### config.mk
export PLATFORM = sky130hd
export DESIGN_NAME = edge_swipe_gesture_detector
export DESIGN_NICKNAME = d
export VERILOG_FILES = /design/src/rtl/esgd_pkg.sv /design/src/rtl/esgd_cfg.sv /design/src/rtl/esgd_track.sv /design/src/rtl/edge_swipe_gesture_detector.sv
export SDC_FILE = /design/constraint.sdc
export NUM_CORES = 1
export LEC_CHECK = 0
export BUFFER_PORTS_ARGS = -buffer_cell sky130_fd_sc_hd__buf_2
export CORE_UTILIZATION = 35
export CTS_CLUSTER_DIAMETER = 50
export DETAILED_ROUTE_END_ITERATION = 10
export MAX_ROUTING_LAYER = met4
export PLACE_DENSITY = 0.54
export RECOVER_POWER = 25
export SETUP_SLACK_MARGIN = 0.2
export SLEW_MARGIN = 20
export SYNTH_ARGS = -nofsm -noshare
export SYNTH_HDL_FRONTEND = slang
export SYNTH_SLANG_ARGS = --single-unit
export TNS_END_PERCENT = 30
### constraint.sdc
create_clock -name clk -period 4.69 [get_ports clk]
set_input_delay 1.407 -clock clk [delete_from_list [all_inputs] [get_ports clk]]
set_output_delay 1.407 -clock clk [all_outputs]
set_load 0.02 [all_outputs]
### src/rtl/esgd_pkg.sv
`default_nettype none
package esgd_pkg;

  localparam int COORD_W    = 11;
  localparam int SH_W       = 11;
  localparam int BAND_W     = 8;
  // signed compare width: covers coordinates and screen height plus two extra bits, one of them the sign
  localparam int CMP_W      = ((COORD_W > SH_W) ? COORD_W : SH_W) + 2;
  localparam int CFG_IDX_W  = 3;
  localparam int CFG_DATA_W = SH_W;
  localparam int GEST_W     = 3;
  localparam int S_TDATA_W  = ((1 + 2 * COORD_W + 7) / 8) * 8;
  localparam int M_TDATA_W  = ((GEST_W + 1 + 7) / 8) * 8;

  typedef enum logic [GEST_W-1:0] {
    G_NONE            = GEST_W'(0),
    G_TOP_PRESS       = GEST_W'(1),
    G_BOTTOM_PRESS    = GEST_W'(2),
    G_TOP_SWIPE_DOWN  = GEST_W'(3),
    G_LEFT_SWIPE_IN   = GEST_W'(4),
    G_BOTTOM_SWIPE_UP = GEST_W'(5)
  } gesture_t;

  typedef enum logic [CFG_IDX_W-1:0] {
    REG_SCREEN_HEIGHT   = CFG_IDX_W'(0),
    REG_EDGE_BAND       = CFG_IDX_W'(1),
    REG_SWIPE_THRESHOLD = CFG_IDX_W'(2),
    REG_LEFT_BAND       = CFG_IDX_W'(3)
  } cfg_reg_t;

  typedef struct packed {
    logic [SH_W-1:0]   screen_height;
    logic [BAND_W-1:0] edge_band;
    logic [BAND_W-1:0] swipe_threshold;
    logic [BAND_W-1:0] left_band;
  } cfg_t;

  typedef struct packed {
    logic               pressed;
    logic [COORD_W-1:0] x_pos;
    logic [COORD_W-1:0] y_pos;
  } sample_t;

  typedef struct packed {
    gesture_t gesture;
    logic     intercepting;
  } result_t;

endpackage
`default_nettype wire

### src/rtl/esgd_cfg.sv
`default_nettype none
module esgd_cfg
  import esgd_pkg::*;
(
  input  wire logic                  clk,
  input  wire logic                  rst,
  input  wire logic                  wr_en,
  input  wire logic [CFG_IDX_W-1:0]  wr_index,
  input  wire logic [CFG_DATA_W-1:0] wr_data,
  output cfg_t                       cfg
);

  always_ff @(posedge clk) begin
    if (rst) begin
      cfg.screen_height   <= SH_W'(480);
      cfg.edge_band       <= BAND_W'(30);
      cfg.swipe_threshold <= BAND_W'(35);
      cfg.left_band       <= BAND_W'(25);
    end else if (wr_en) begin
      case (cfg_reg_t'(wr_index))
        REG_SCREEN_HEIGHT:   cfg.screen_height   <= wr_data[SH_W-1:0];
        REG_EDGE_BAND:       cfg.edge_band       <= wr_data[BAND_W-1:0];
        REG_SWIPE_THRESHOLD: cfg.swipe_threshold <= wr_data[BAND_W-1:0];
        REG_LEFT_BAND:       cfg.left_band       <= wr_data[BAND_W-1:0];
        default: begin
          // unknown index: drop the write
        end
      endcase
    end
  end

endmodule
`default_nettype wire

### src/rtl/esgd_track.sv
`default_nettype none
module esgd_track
  import esgd_pkg::*;
(
  input  wire logic    clk,
  input  wire logic    rst,
  input  wire cfg_t    cfg,
  input  wire sample_t sample,
  input  wire logic    advance,
  output result_t      result
);

  logic               was_pressed, was_pressed_next;
  logic               tracking, tracking_next;
  logic               intercepted, intercepted_next;
  logic [COORD_W-1:0] start_x, start_x_next;
  logic [COORD_W-1:0] start_y, start_y_next;

  logic               press_edge, held, release_edge;
  logic [COORD_W-1:0] sx, sy;
  logic               top_band, bottom_band, left_start;
  logic signed [CMP_W-1:0] limit, dy, dx, thr;
  gesture_t           gesture;

  always_comb begin
    press_edge   = sample.pressed && !was_pressed;
    held         = sample.pressed && was_pressed && tracking;
    release_edge = !sample.pressed && was_pressed;

    // a press edge tests the bands against the new start
    sx = press_edge ? sample.x_pos : start_x;
    sy = press_edge ? sample.y_pos : start_y;

    top_band    = CMP_W'(sy) < CMP_W'(cfg.edge_band);
    limit       = signed'(CMP_W'(cfg.screen_height)) - signed'(CMP_W'(cfg.edge_band));
    bottom_band = signed'(CMP_W'(sy)) > limit;
    left_start  = CMP_W'(sx) < CMP_W'(cfg.left_band);

    dy  = signed'(CMP_W'(sample.y_pos)) - signed'(CMP_W'(start_y));
    dx  = signed'(CMP_W'(sample.x_pos)) - signed'(CMP_W'(start_x));
    thr = signed'(CMP_W'(cfg.swipe_threshold));

    gesture          = G_NONE;
    tracking_next    = tracking;
    intercepted_next = intercepted;
    start_x_next     = start_x;
    start_y_next     = start_y;

    if (press_edge) begin
      start_x_next     = sample.x_pos;
      start_y_next     = sample.y_pos;
      tracking_next    = 1'b1;
      intercepted_next = 1'b0;
      if (top_band) begin
        gesture = G_TOP_PRESS;
      end else if (bottom_band) begin
        gesture = G_BOTTOM_PRESS;
      end
    end else if (held) begin
      if (top_band && dy > thr) begin
        gesture          = G_TOP_SWIPE_DOWN;
        tracking_next    = 1'b0;
        intercepted_next = 1'b1;
      end else if (left_start && dx > thr) begin
        gesture          = G_LEFT_SWIPE_IN;
        tracking_next    = 1'b0;
        intercepted_next = 1'b1;
      end
    end else if (release_edge) begin
      if (tracking) begin
        if (bottom_band && dy < -thr) begin
          gesture = G_BOTTOM_SWIPE_UP;
        end
        tracking_next = 1'b0;
      end
      intercepted_next = 1'b0;
    end

    was_pressed_next = sample.pressed;

    result.gesture      = gesture;
    result.intercepting = intercepted_next;
  end

  always_ff @(posedge clk) begin
    if (rst) begin
      was_pressed <= 1'b0;
      tracking    <= 1'b0;
      intercepted <= 1'b0;
    end else if (advance) begin
      was_pressed <= was_pressed_next;
      tracking    <= tracking_next;
      intercepted <= intercepted_next;
    end
  end

  // start point is only read while tracking, which a press edge always sets first
  always_ff @(posedge clk) begin
    if (advance) begin
      start_x <= start_x_next;
      start_y <= start_y_next;
    end
  end

endmodule
`default_nettype wire

### src/rtl/edge_swipe_gesture_detector.sv
// Channel | Dir | Handshake           | Payload
// s_*     | in  | s_tvalid / s_tready | touch sample: pressed, x_pos, y_pos
// m_*     | out | m_tvalid / m_tready | one result per sample: gesture, intercepting
// cfg_*   | in  | cfg_valid/cfg_ready | register index and write data
//
// One sample per cycle while m_tready keeps up; each sample passes the input register and
// then the result register around the gesture logic before its result is presented.
// rst is synchronous, active high: config registers return to their defaults, state clears.
// A stalled result holds in the result register while one more sample waits
// in the input register; s_tready drops only when both are full.
// cfg_ready is always high.
`default_nettype none
module edge_swipe_gesture_detector
  import esgd_pkg::*;
(
  input  wire logic                  clk,
  input  wire logic                  rst,
  input  wire logic                  s_tvalid,
  output logic                       s_tready,
  input  wire logic [S_TDATA_W-1:0]  s_tdata,   // pressed, x_pos, y_pos, zero pad
  output logic                       m_tvalid,
  input  wire logic                  m_tready,
  output logic [M_TDATA_W-1:0]       m_tdata,   // gesture, intercepting, zero pad
  input  wire logic                  cfg_valid,
  output logic                       cfg_ready,
  input  wire logic [CFG_IDX_W-1:0]  cfg_index,
  input  wire logic [CFG_DATA_W-1:0] cfg_data
);

  cfg_t    cfg;
  sample_t in_sample;
  logic    in_valid;
  result_t res, out_result;
  logic    out_valid;
  logic    advance;

  assign cfg_ready = 1'b1;

  esgd_cfg u_cfg (
    .clk      (clk),
    .rst      (rst),
    .wr_en    (cfg_valid && cfg_ready),
    .wr_index (cfg_index),
    .wr_data  (cfg_data),
    .cfg      (cfg)
  );

  // advance a sample into the result register when that slot is free or its result is taken in the same cycle
  assign advance  = in_valid && (!out_valid || m_tready);
  assign s_tready = !in_valid || advance;

  always_ff @(posedge clk) begin
    if (rst) begin
      in_valid <= 1'b0;
    end else if (s_tvalid && s_tready) begin
      in_valid <= 1'b1;
    end else if (advance) begin
      in_valid <= 1'b0;
    end
  end

  always_ff @(posedge clk) begin
    if (s_tvalid && s_tready) begin
      in_sample.pressed <= s_tdata[0];
      in_sample.x_pos   <= s_tdata[COORD_W:1];
      in_sample.y_pos   <= s_tdata[2*COORD_W:COORD_W+1];
    end
  end

  esgd_track u_track (
    .clk     (clk),
    .rst     (rst),
    .cfg     (cfg),
    .sample  (in_sample),
    .advance (advance),
    .result  (res)
  );

  always_ff @(posedge clk) begin
    if (rst) begin
      out_valid <= 1'b0;
    end else if (advance) begin
      out_valid <= 1'b1;
    end else if (m_tready) begin
      out_valid <= 1'b0;
    end
  end

  always_ff @(posedge clk) begin
    if (advance) begin
      out_result <= res;
    end
  end

  assign m_tvalid = out_valid;
  assign m_tdata  = M_TDATA_W'({out_result.intercepting, out_result.gesture});

`ifndef SYNTHESIS
  a_swipe_intercepts: assert property (@(posedge clk) disable iff (rst)
    m_tvalid && (out_result.gesture == G_TOP_SWIPE_DOWN ||
                 out_result.gesture == G_LEFT_SWIPE_IN) |-> out_result.intercepting)
    else $error("swipe result without intercept");

  a_release_clears: assert property (@(posedge clk) disable iff (rst)
    m_tvalid && (out_result.gesture == G_BOTTOM_SWIPE_UP ||
                 out_result.gesture == G_TOP_PRESS ||
                 out_result.gesture == G_BOTTOM_PRESS) |-> !out_result.intercepting)
    else $error("press or release result still intercepting");

  a_stall_cause: assert property (@(posedge clk) disable iff (rst)
    !s_tready |-> in_valid && out_valid && !m_tready)
    else $error("input stalled while a slot is free");
`endif

endmodule
`default_nettype wire
* Word-level counts from Yosys, hierarchy flattened
Cells that the tools add are included.
Storage, ports and cells: bits in registers 89, bits in latches 0, bits in writable memories 0, ROM bits 0, output and inout bits 11, memories kept 0
Cells by class: add/subtract/negate cells 4, $mul 0, divide/modulo/power cells 0, order comparisons 6, eq/ne operators 4, shift-type cells 0, multiplexer cells 25, bitwise gates (word level) 0, reductions and logical operators 24
Operator list (number):
- $gt 13x9->1 | 2
- $mux 3 | 8
- $sub 11x11->12 | 2
- $lt 11x8->1 | 2
- $mux 11 | 2
- $mux 1 | 14
- $gt 12x13->1 | 1
- $lt 13x13->1 | 1
- $neg 8->13 | 1
- $sub 11x8->12 | 1
- $logic_and 1x1->1 | 9
- $reduce_and 2->1 | 4
- $eq 3x2->1 const B | 2
- $logic_not 1->1 | 4
- $ne 4x3->1 const B | 1
- $reduce_bool 2->1 | 2
- $eq 3x1->1 const B | 1
- $logic_not 3->1 | 1
- $reduce_and 3->1 | 1
- $reduce_bool 3->1 | 1
- $logic_or 1x1->1 | 2
- $mux 2 | 1

* Logic depth before layout (Yosys ltp)
Gate-level depths: netlist (run 1).
depth after elaboration 10, depth in mapped cells 20

* Hierarchy
A second synthesis (run 1) with hierarchy kept.
Unflattened totals: cell total of the unflattened synthesis 669, area total of the unflattened synthesis 6386.1 um^2
Modules (own cells, without submodules):
- esgd_track | instances 1, cells an instance 484, area each 3976.3 um^2, sequential area each 720.7 um^2
- esgd_cfg | instances 1, cells an instance 141, area each 1450.1 um^2, sequential area each 700.7 um^2
- edge_swipe_gesture_detector | instances 1, cells an instance 44, area each 959.7 um^2, sequential area each 850.8 um^2

* Worst setup path before layout (run 1)
Ideal clock, no wire load.
path kind flip-flop to flip-flop, start reg, netlist name u_cfg.cfg[16], end reg out_result (netlist bit m_tdata[2]), data pin, library setup time 0.255 ns, data arrival time 3.329 ns, data required time 4.435 ns, setup slack 1.106 ns, cell stages (with the launch flop) 19, clock period less this slack 3.584 ns, cell sequence dfxtp_1 ha_1 inv_1 fa_1 a21o_1 a21oi_1 o21ai_0 a21oi_1 nor2b_1 o21a_1 nor2_1 xnor2_1 ha_1 a21oi_1 o211ai_1 o311a_1 o21a_1 o21ai_0 a21bo_2
Between the ends: word-level cells in the longest chain between the ends 8, elaborated cells between the ends (all ways) 11, those cells by class 1 x add/sub; 2 x order compare; 6 x mux; 2 x reduce/logical
RTL lines:
- $sub 11x8->12 | RTL line esgd_track.sv:35 | limit = signed'(CMP_W'(cfg.screen_height)) - signed'(CMP_W'(cfg.edge_band));
- $gt 12x13->1 | RTL line esgd_track.sv:36 | bottom_band = signed'(CMP_W'(sy)) > limit;
- $logic_and 1x1->1 | RTL line esgd_track.sv:71 | if (bottom_band && dy < -thr) begin
- $mux 3 | RTL line esgd_track.sv:71
- $mux 3 | RTL line esgd_track.sv:70 | if (tracking) begin
- $mux 3 | RTL line esgd_track.sv:69 | end else if (release_edge) begin
- $mux 3 * | RTL line esgd_track.sv:59 | end else if (held) begin
- $mux 3 * | RTL line esgd_track.sv:49 | if (press_edge) begin
- end signal: assignment | RTL line edge_swipe_gesture_detector.sv:91 | out_result <= res;
- end: declaration | RTL line edge_swipe_gesture_detector.sv:33 | result_t res, out_result;
Every way passes the cells marked *; elsewhere a longest branch is shown, timed or not. A chain may end at the register's enable or synchronous reset.

==> impl_metrics.yaml, run 1 <==
detailed_routing:
  num_vias: 5058
  dr.first_iter.drc_count: 158
  drt-wirelength-per-cell_um: 15.9
  routed_wl_um: 15500
  drc: 0
  firstDrtPassIters: 4
  via_per_inst: 5.19
  ant_nets: 0
layout:
  drive_gt1_share_pct: 10.4
  area_delta_synth_final_pct: 11.8
  final_net_count: 872
  final_cells: 974
  antennaDiodeCount: 0
  fillers: 1762
  design_area_um2: 7010
  utilization_pct: 40.2
floorplanning:
  die_y_um: 136
  num_rows: 48
  die-width_um: 136
  ios: 54
  die_area_um2: 18400
  initial_utilization_pct: 36.0
  core_um2: 17400
timing:
  fin_tns_setup_ps: 0
  setup_viol: 0
  slew_headroom_pct: 6.43
  tightest_slew_ps: 1400
  fin_crit_sh_pct: 86.7
  finalHoldViolations: 0
  maxSlewViolCount: 0
  rsz0062_at_grt: "false"
  finalCriticalPeriod_ps: 4070
  maxClockFrequency_ghz: 0.246
  clock_skew_ps: 10.7
clock_network:
  ctsResizeCount: 0
  cts_buffers: 9
  cts_tree: "done"
  cts.sinks: 89
  cts_max_path_buffers: 2
  cts.htree.levels: 3
  clkSlewWorstSetupHoldPaths_ps: 70
  insertion_delay_ps: 350
  ctsRootBufferMaster: "clkbuf_16"
  hold_buffers: 0
  post-cts-setup-buffer-count: 0
logic_synthesis:
  synth.avg_cell_area_um2: 8.89
  ys_seq_area_share_pct: 36.3
  synth_area_leaders: "edfxtp_1 (23%), ha_1 (16%), dfxtp_1 (13%)"
  synth-main-ff-cell: "edfxtp_1"
  synth-edff-count: 49
  synth_area_um2: 6270
  synth-seq-cells: 89
  synth.top_cells.by_count: "nand2_1 (98), ha_1 (82), inv_1 (68)"
  synth_top_area_share_pct: 23.5
  yosysMostFrequentCell: "nand2_1"
  async_flop_share_pct: 0
  yosys_warnings: 0
  synth_cells: 705
  synth_cell_types: 65
  synth_top_area_cell: "edfxtp_1"
place:
  gp_congestion: 0.873
  placed_area_um2: 6690
  post-dp-hpwl_um: 12100
  port_buffers: 47
  dpl.cell_count: 958
worst_setup_path:
  crit_chain: "inv_1, ha_1, inv_1, fa_1, a21oi_1, nor2_1, nor3_1, xnor2_1, ha_1, nand4_1, a21oi_1, o41ai_1, o2111ai_1, o211ai_1, and2_4, o21ai_0"
  cp.arrival_ps: 4160
  cp_max_fo: 3
  worstPathRequired_ps: 4790
  path_class: "reg -> reg"
  end_kind: "flop"
  crit_path_start_kind: "flop"
  cp_slowest_cell: "o211ai_1"
  slowest_delay_ps: 510
  rrSetupSlack_ps: 620
global_route:
  grt_pass1_wl_um: 25200
  grt_antenna_before_repair: 0
  grt.overflow.total: 0
  grt_start_max_net_pins: 33
  grt_util_all_layers_pct: 18.4
  first_global_vias: 5132
run:
  maxCapViolCount: 0
min_path:
  holdCritPathClass: "reg -> reg"
power:
  leakage_nw: 2.96
  total_power_w: 0.00216
  peakVddDrop_uv: 182
  p_per_area_nw_per_um2: 308
status:
  status: "finished clean"
## flip-flops by register name, indices dropped and copies added, names as in the netlist
| name | cells |
|---|---|
| u_cfg.cfg | 35 |
| in_sample | 23 |
| u_track.start_x | 11 |
| u_track.start_y | 11 |
| m_tdata | 4 |
| in_valid | 1 |
| m_tvalid | 1 |
| u_track.intercepted | 1 |
| u_track.tracking | 1 |
| u_track.was_pressed | 1 |
## layer usage
| metal | up-vias | GRT usage (%) | wire (um) |
|---|---|---|---|
| met5 | - | - | 0 |
| met4 | 0 | 4.43 | 136 |
| met3 | 11 | 3.21 | 427 |
| met2 | 64 | 32.4 | 7880 |
| met1 | 2397 | 21.5 | 7070 |
| li1 | 2586 | - | - |
## layout make-up
cell class	count	area, um2	share of cell area (%)
clock buffers	9	225	3.21
clock inverters	7	93.8	1.34
inverters	68	255	3.64
multi-input cells	525	3620	51.6
flip-flops and latches	89	2270	32.4
well taps	225	282	4.02
repair buffers	51	264	3.77
## cell families after synthesis
group / share of synthesized area [%]
simple gates: 17.0
fa+ha+maj: 17.5
compound gates: 17.6
other cells: 0.120
xor+xnor: 3.63
mux: 1.60
flops: 36.3
buf+inv: 6.29
## stage by stage
step           hold slack, ps  worst slack, ps
3_3_place_gp              434              752
2_1_floorplan             419             1110
3_5_place_dp              452              704
5_1_grt                   480              362
4_1_cts                   461              665
6_report                  460              622
## path summary, 6_finish.rpt
| check | startpoint | end | cells past startpoint |
|---|---|---|---|
| min | u_cfg.cfg[24]$_SDFFE_PP0P_ | u_cfg.cfg[24]$_SDFFE_PP0P_ | 2 |
| max | in_sample[11]$_DFFE_PP_ | m_tdata[3]$_DFFE_PP_ | 16 |
| min reg2reg | u_cfg.cfg[24]$_SDFFE_PP0P_ | u_cfg.cfg[24]$_SDFFE_PP0P_ | 2 |
| max reg2reg | in_sample[11]$_DFFE_PP_ | m_tdata[3]$_DFFE_PP_ | 16 |
## critical path, delay by kind of cell, from the launching register on
kind                     cells  cell delay (ps)
AO/OA/AOI/OAI                6             1450
AND/OR/NAND/NOR              4              810
flip-flops                   1              400
adder cells (fa/ha/maj)      3              840
XOR/XNOR                     1              200
buffers and inverters        2              120
## power by group
group / internal (W) / switching [W] / total (W)
Sequential: 0.000865 / 0.0000258 / 0.000891
Clock: 0.000467 / 0.000310 / 0.000777
Combinational: 0.000201 / 0.000288 / 0.000489
## cells in the final DEF (no fill, tap or decap), drive strengths merged, types with 3 or more instances in the layout
cell type	count
nand2	98
ha	82
inv	69
buf	50
edfxtp	49
o21ai	48
a21oi	46
nor2	43
dfxtp	40
o211ai	19
xnor2	17
o21a	15
nor3	14
nor2b	13
nand4	11
nand3	11
clkbuf	10
xor2	9
a21o	8
nand2b	7
a211oi	7
mux2i	7
nor4	7
and2	6
conb	5
and3	4
clkinv	4
or3	3
o2111ai	3
o22ai	3
a2111oi	3
fa	3
No activity file was read; power rests on OpenSTA's default activity.
==> inputs of run 2 (changes only) <==
Settings changed: CORE_ASPECT_RATIO set to 1.4, PLACE_DENSITY 0.54 to 0.53, SYNTH_HIERARCHICAL set to 1.
==> impl_metrics.yaml, run 2 <==
logic_synthesis:
  synth.avg_cell_area_um2: 9.55
  synth.top_cells.by_count: "ha_1 (84), inv_1 (69), nor2_1 (53)"
  synth-main-ff-cell: "edfxtp_1"
  yosys_warnings: 6
  synth_cell_types: 68
  synth_area_leaders: "edfxtp_1 (23%), ha_1 (16%), dfxtp_1 (13%)"
  yosysMostFrequentCell: "ha_1"
  async_flop_share_pct: 0
  synth_top_area_cell: "edfxtp_1"
  synth-edff-count: 49
  synth_cells: 669
  ys_seq_area_share_pct: 35.6
  synth_top_area_share_pct: 23.0
  synth-seq-cells: 89
  synth_area_um2: 6390
clock_network:
  cts.sinks: 89
  ctsRootBufferMaster: "clkbuf_16"
  post-cts-setup-buffer-count: 0
  cts_max_path_buffers: 2
  clkSlewWorstSetupHoldPaths_ps: 80
  cts_buffers: 9
  ctsResizeCount: 0
  cts.htree.levels: 3
  cts_tree: "done"
  insertion_delay_ps: 360
  hold_buffers: 0
layout:
  final_common_cell: "ha_1"
  final_cells: 959
  antennaDiodeCount: 0
  utilization_pct: 40.1
  fillers: 1814
  final_cell_mix: "ha_1 (84), inv_1 (69), nor2_1 (53)"
  drive_gt1_share_pct: 12.5
  reg_top3: "u_cfg/cfg: 35 flops, in_sample: 23 flops"
  final_net_count: 844
  design_area_um2: 7180
  largest_register_ffs: 35
  area_delta_synth_final_pct: 12.4
  largest_register: "u_cfg/cfg"
timing:
  finalCriticalPeriod_ps: 4240
  maxClockFrequency_ghz: 0.236
  rsz0062_at_grt: "false"
  maxSlewViolCount: 42
  clock_skew_ps: 12.0
  slew_headroom_pct: -6.42
  setup_viol: 0
  fin_crit_sh_pct: 90.4
  tightest_slew_ps: 1600
  finalHoldViolations: 0
  fin_tns_setup_ps: 0
worst_setup_path:
  cp_max_fo: 3
  worstPathRequired_ps: 4790
  end_kind: "flop"
  cp.arrival_ps: 4340
  path_class: "reg -> reg"
  crit_path_start_kind: "flop"
floorplanning:
  initial_utilization_pct: 35.6
  die_area_um2: 18800
  num_rows: 58
  ios: 54
  core_um2: 17900
  die-width_um: 116
  die_y_um: 162
detailed_routing:
  via_per_inst: 5.07
  dr.first_iter.drc_count: 161
  routed_wl_um: 14900
  drc: 0
  num_vias: 4864
  drt-wirelength-per-cell_um: 15.6
  ant_nets: 0
  firstDrtPassIters: 6
power:
  peakVddDrop_uv: 191
  leakage_nw: 3.14
  p_per_area_nw_per_um2: 293
status:
  violations: "capacitance limit, slew limit"
  status: "complete, but fails checks"
global_route:
  grt.overflow.total: 0
  use_met3_pct: 2.57
  first_global_vias: 4966
  grt_start_max_net_pins: 42
  grt_pass1_wl_um: 24100
  top_usage_layer: "met2"
  grt_util_all_layers_pct: 17.4
  grt_use_met2_pct: 32.2
  grtUsageMet1_pct: 17.2
  grt_antenna_before_repair: 0
place:
  post-dp-hpwl_um: 12000
  port_buffers: 47
  gp_congestion: 0.882
  dpl.cell_count: 943
  placed_area_um2: 6880
min_path:
  holdCritPathClass: "reg -> reg"
run:
  maxCapViolCount: 1
## run 2: cell count changes after synthesis, moves of 5 or more
cell / previous run / this run
o21ai_0: 48 / 38
nor2_1: 42 / 53
mux2i_1: 7 / 37
o211ai_1: 19 / 7
a21oi_1: 46 / 31
nand2_1: 98 / 35
nand2b_1: 7 / 36
a21o_1: 8 / 14
clkbuf_1: 15 / 10
## run 2: area by class of cell
cell class / instances / area (um2) / area share [%]
clock buffers: 9 / 225 / 3.14
repair buffers: 53 / 284 / 3.96
inverters: 69 / 259 / 3.61
flip-flops and latches: 89 / 2270 / 31.6
well taps: 240 / 300 / 4.18
clock inverters: 7 / 66.3 / 0.924
multi-input cells: 492 / 3770 / 52.5
## run 2: layer usage
metal	vias up	part of all wire, %
li1	2468	-
met1	2274	39
met2	82	55
met3	40	2.1
met4	0	3.8
met5	-	0
## run 2: cells by family (layout without fill, tap and decap cells)
logic type               after synthesis  count (layout)  share of synthesized area [%]
flip-flops                            89              89                           35.6
AND/OR/NAND/NOR                      195             195                           16.4
multiplexers                          39              39                           6.19
other                                  2               5                          0.118
XOR/XNOR                              28              28                           3.84
buffers and inverters                 91             138                           5.96
adder cells (fa/ha/maj)               87              87                           17.4
AO/OA/AOI/OAI                        138             138                           14.5
## run 2: power breakdown
part / switching [W] / total, W / internal [W]
Combinational: 0.000275 / 0.000482 / 0.000207
Clock: 0.000354 / 0.000730 / 0.000376
Sequential: 0.0000246 / 0.000889 / 0.000864
## run 2: path summary, 6_finish.rpt
path / from / to / slack, ps / cells past startpoint
worst min-delay path: u_cfg/cfg[1]$_SDFFE_PP0P_ / u_cfg/cfg[1]$_SDFFE_PP0P_ / 480 / 2
worst max register to register: u_cfg/cfg[16]$_SDFFE_PP0P_ / m_tdata[0]$_DFFE_PP_ / 450 / 20
worst max-delay path: u_cfg/cfg[16]$_SDFFE_PP0P_ / m_tdata[0]$_DFFE_PP_ / 450 / 20
worst min register to register: u_cfg/cfg[1]$_SDFFE_PP0P_ / u_cfg/cfg[1]$_SDFFE_PP0P_ / 480 / 2
## run 2: per-stage QoR
step           hold slack, ps  total power, W  worst slack, ps
6_report                  483         0.00210              452
3_5_place_dp              473         0.00139              384
2_1_floorplan             449         0.00125              974
4_1_cts                   484         0.00212              358
3_3_place_gp              463         0.00137              494
5_1_grt                   512         0.00222              194
## run 2: critical path: stages, from the launching register on
cell and delay (ps):
dfxtp_1 370, ha_1 180, inv_1 50, fa_1 390, a21o_1 180, a21oi_1 210
o21bai_1 110, a21oi_2 180, nor2b_1 70, o21a_1 180, nor4_1 230, xnor2_1 170
ha_1 270, nand3_1 120, a221oi_1 60, a221oi_1 330, nor2_1 100, a211oi_2 290
buf_4 190, nor4_2 50, o31a_1 240
==> inputs of run 3 (changes only) <==
Settings changed: ABC_AREA set to 1.
==> impl_metrics.yaml, run 3 <==
power:
  p_int_w: 0.00149
  power_frac_clock_pct: 34.6
  p_switching_w: 0.000697
  switching_share_pct: 31.9
  pwr-share-comb_pct: 24.7
  total_power_w: 0.00218
  p_per_area_nw_per_um2: 300
  peakVddDrop_uv: 163
  leakage_nw: 3.57
  pwr-share-seq_pct: 40.7
logic_synthesis:
  ys_seq_area_share_pct: 34.7
  synth.avg_cell_area_um2: 7.59
  synth.top_cells.by_count: "nand2_1 (215), inv_1 (129), ha_1 (84)"
  synth_cell_types: 41
  synth-edff-count: 49
  synth_xor_xnor_area_share_pct: 3.48
  synthMuxAreaShare_pct: 0
  synth_area_um2: 6540
  synth-main-ff-cell: "edfxtp_1"
  synthAdderAreaFrac_pct: 17.0
  synth_top_area_share_pct: 22.5
  synth_top_family_by_area: "simple AND/OR/NAND/NOR gates"
  synth-seq-cells: 89
  synth_top_area_cell: "edfxtp_1"
  yosysMostFrequentCell: "nand2_1"
  yosys_warnings: 6
  synth_area_leaders: "edfxtp_1 (22%), ha_1 (16%), nand2_1 (12%)"
  synthSimpleGateAreaFrac_pct: 26.2
  synth-compound-area-share_pct: 9.11
  async_flop_share_pct: 0
  synth_cells: 862
timing:
  fin_tns_setup_ps: 0
  tightest_slew_ps: 1000
  slew_headroom_pct: 33.1
  setup_viol: 0
  finalHoldViolations: 0
  maxClockFrequency_ghz: 0.298
  whs_ps: 456
  clock_skew_ps: 10.4
  rsz0062_at_grt: "false"
  maxSlewViolCount: 0
  fin_crit_sh_pct: 71.6
  finalCriticalPeriod_ps: 3360
worst_setup_path:
  critPathMostFrequentCell: "buf_2"
  crit_chain: "buf_2, inv_1, nand3_1, buf_2"
  slowest_delay_ps: 190
  crit_path_start_kind: "primary input"
  worstPathRequired_ps: 3280
  cp.arrival_ps: 1950
  cp_max_fo: 3
  crit_buf_inv: 3
  end_kind: "output port"
  cp_slowest_cell: "buf_2"
  path_class: "in -> out"
  cp_top_family: "buffers and inverters"
floorplanning:
  initial_utilization_pct: 36.0
  num_rows: 58
  core_um2: 18100
  die_area_um2: 19200
  ios: 54
  die-width_um: 118
  die_y_um: 164
layout:
  reg_top3: "u_cfg/cfg: 35 flops, in_sample: 23 flops"
  utilization_pct: 40.1
  antennaDiodeCount: 0
  largest_register: "u_cfg/cfg"
  final_net_count: 1036
  area_delta_synth_final_pct: 11.2
  final_common_cell: "nand2_1"
  drive_gt1_share_pct: 8.34
  largest_register_ffs: 35
  final_cell_mix: "nand2_1 (216), inv_1 (129), ha_1 (84)"
place:
  port_buffers: 47
  gp_congestion: 0.844
  post-dp-hpwl_um: 12100
clock_network:
  cts.htree.levels: 3
  ctsResizeCount: 0
  cts_buffers: 9
  cts.sinks: 89
  clkSlewWorstSetupHoldPaths_ps: 70
  ctsRootBufferMaster: "clkbuf_16"
  cts_max_path_buffers: 2
  cts_tree: "done"
  insertion_delay_ps: 350
  hold_buffers: 0
  post-cts-setup-buffer-count: 0
detailed_routing:
  drt-wirelength-per-cell_um: 13.1
  via_per_inst: 4.67
  firstDrtPassIters: 4
  num_vias: 5374
  drc: 0
  routed_wl_um: 15100
  dr.first_iter.drc_count: 182
  ant_nets: 0
global_route:
  grt.overflow.total: 0
  grt_util_all_layers_pct: 17.1
  grt_start_max_net_pins: 39
  grt_antenna_before_repair: 0
  first_global_vias: 5131
  grt_pass1_wl_um: 24800
status:
  status: "finished clean"
min_path:
  holdCritPathClass: "reg -> reg"
run:
  maxCapViolCount: 0
## run 3: tightest hold or removal path, delay by kind of cell, from the launching register on
family           cells  cell delay, ps
flip-flops           1             330
AND/OR/NAND/NOR      2             100
## run 3: worst paths after layout
kind / start / endpoint / slack (ps) / cells past startpoint
max: m_tready / s_tready / 1330 / 4
min: u_cfg/cfg[0]$_SDFFE_PP1P_ / u_cfg/cfg[0]$_SDFFE_PP1P_ / 460 / 2
max reg2reg: in_sample[22]$_DFFE_PP_ / m_tdata[0]$_DFFE_PP_ / 1400 / 11
min reg2reg: u_cfg/cfg[0]$_SDFFE_PP1P_ / u_cfg/cfg[0]$_SDFFE_PP1P_ / 460 / 2
## run 3: cells by family (layout without fill, tap and decap cells)
| kind of cell | Yosys count | in the layout |
|---|---|---|
| AND/OR/NAND/NOR | 402 | 402 |
| buffers and inverters | 150 | 196 |
| AO/OA/AOI/OAI | 106 | 106 |
| flip-flops | 89 | 89 |
| adder cells (fa/ha/maj) | 87 | 87 |
| XOR/XNOR | 26 | 26 |
| other | 2 | 5 |
## run 3: area by class of cell
type / count / area [um2]
fillers: 1958 / 10900
well taps: 240 / 300
repair buffers: 48 / 239
flip-flops and latches: 89 / 2270
clock buffers: 11 / 264
multi-input cells: 626 / 3660
inverters: 132 / 495
clock inverters: 5 / 46.3
## run 3: power groups by stage
| stage | clock (W) | combinational [W] | sequential [W] |
|---|---|---|---|
| after floorplan | 0 | 0.000411 | 0.000904 |
| after global placement | 0 | 0.000540 | 0.000907 |
| after detailed placement | 0 | 0.000545 | 0.000907 |
| after CTS | 0.000783 | 0.000550 | 0.000890 |
| after global routing | 0.000813 | 0.000630 | 0.000894 |
| final | 0.000756 | 0.000540 | 0.000889 |
## run 3: stage by stage
stage,cells,setup slack [ps],area [um2]
2_1_floorplan,865,1090,6550
3_3_place_gp,1135,1370,6990
3_5_place_dp,1135,1370,6990
4_1_cts,1151,1360,7300
5_1_grt,1151,1020,7270
6_report,1151,1330,7270
## run 3: per-layer routing
| layer | vias up | track usage, % | routed length (um) |
|---|---|---|---|
| met3 | 26 | 2.43 | 299 |
| li1 | 2900 | - | - |
| met5 | - | - | 0 |
| met2 | 61 | 31.0 | 7700 |
| met1 | 2387 | 18.7 | 6650 |
| met4 | 0 | 7.05 | 420 |
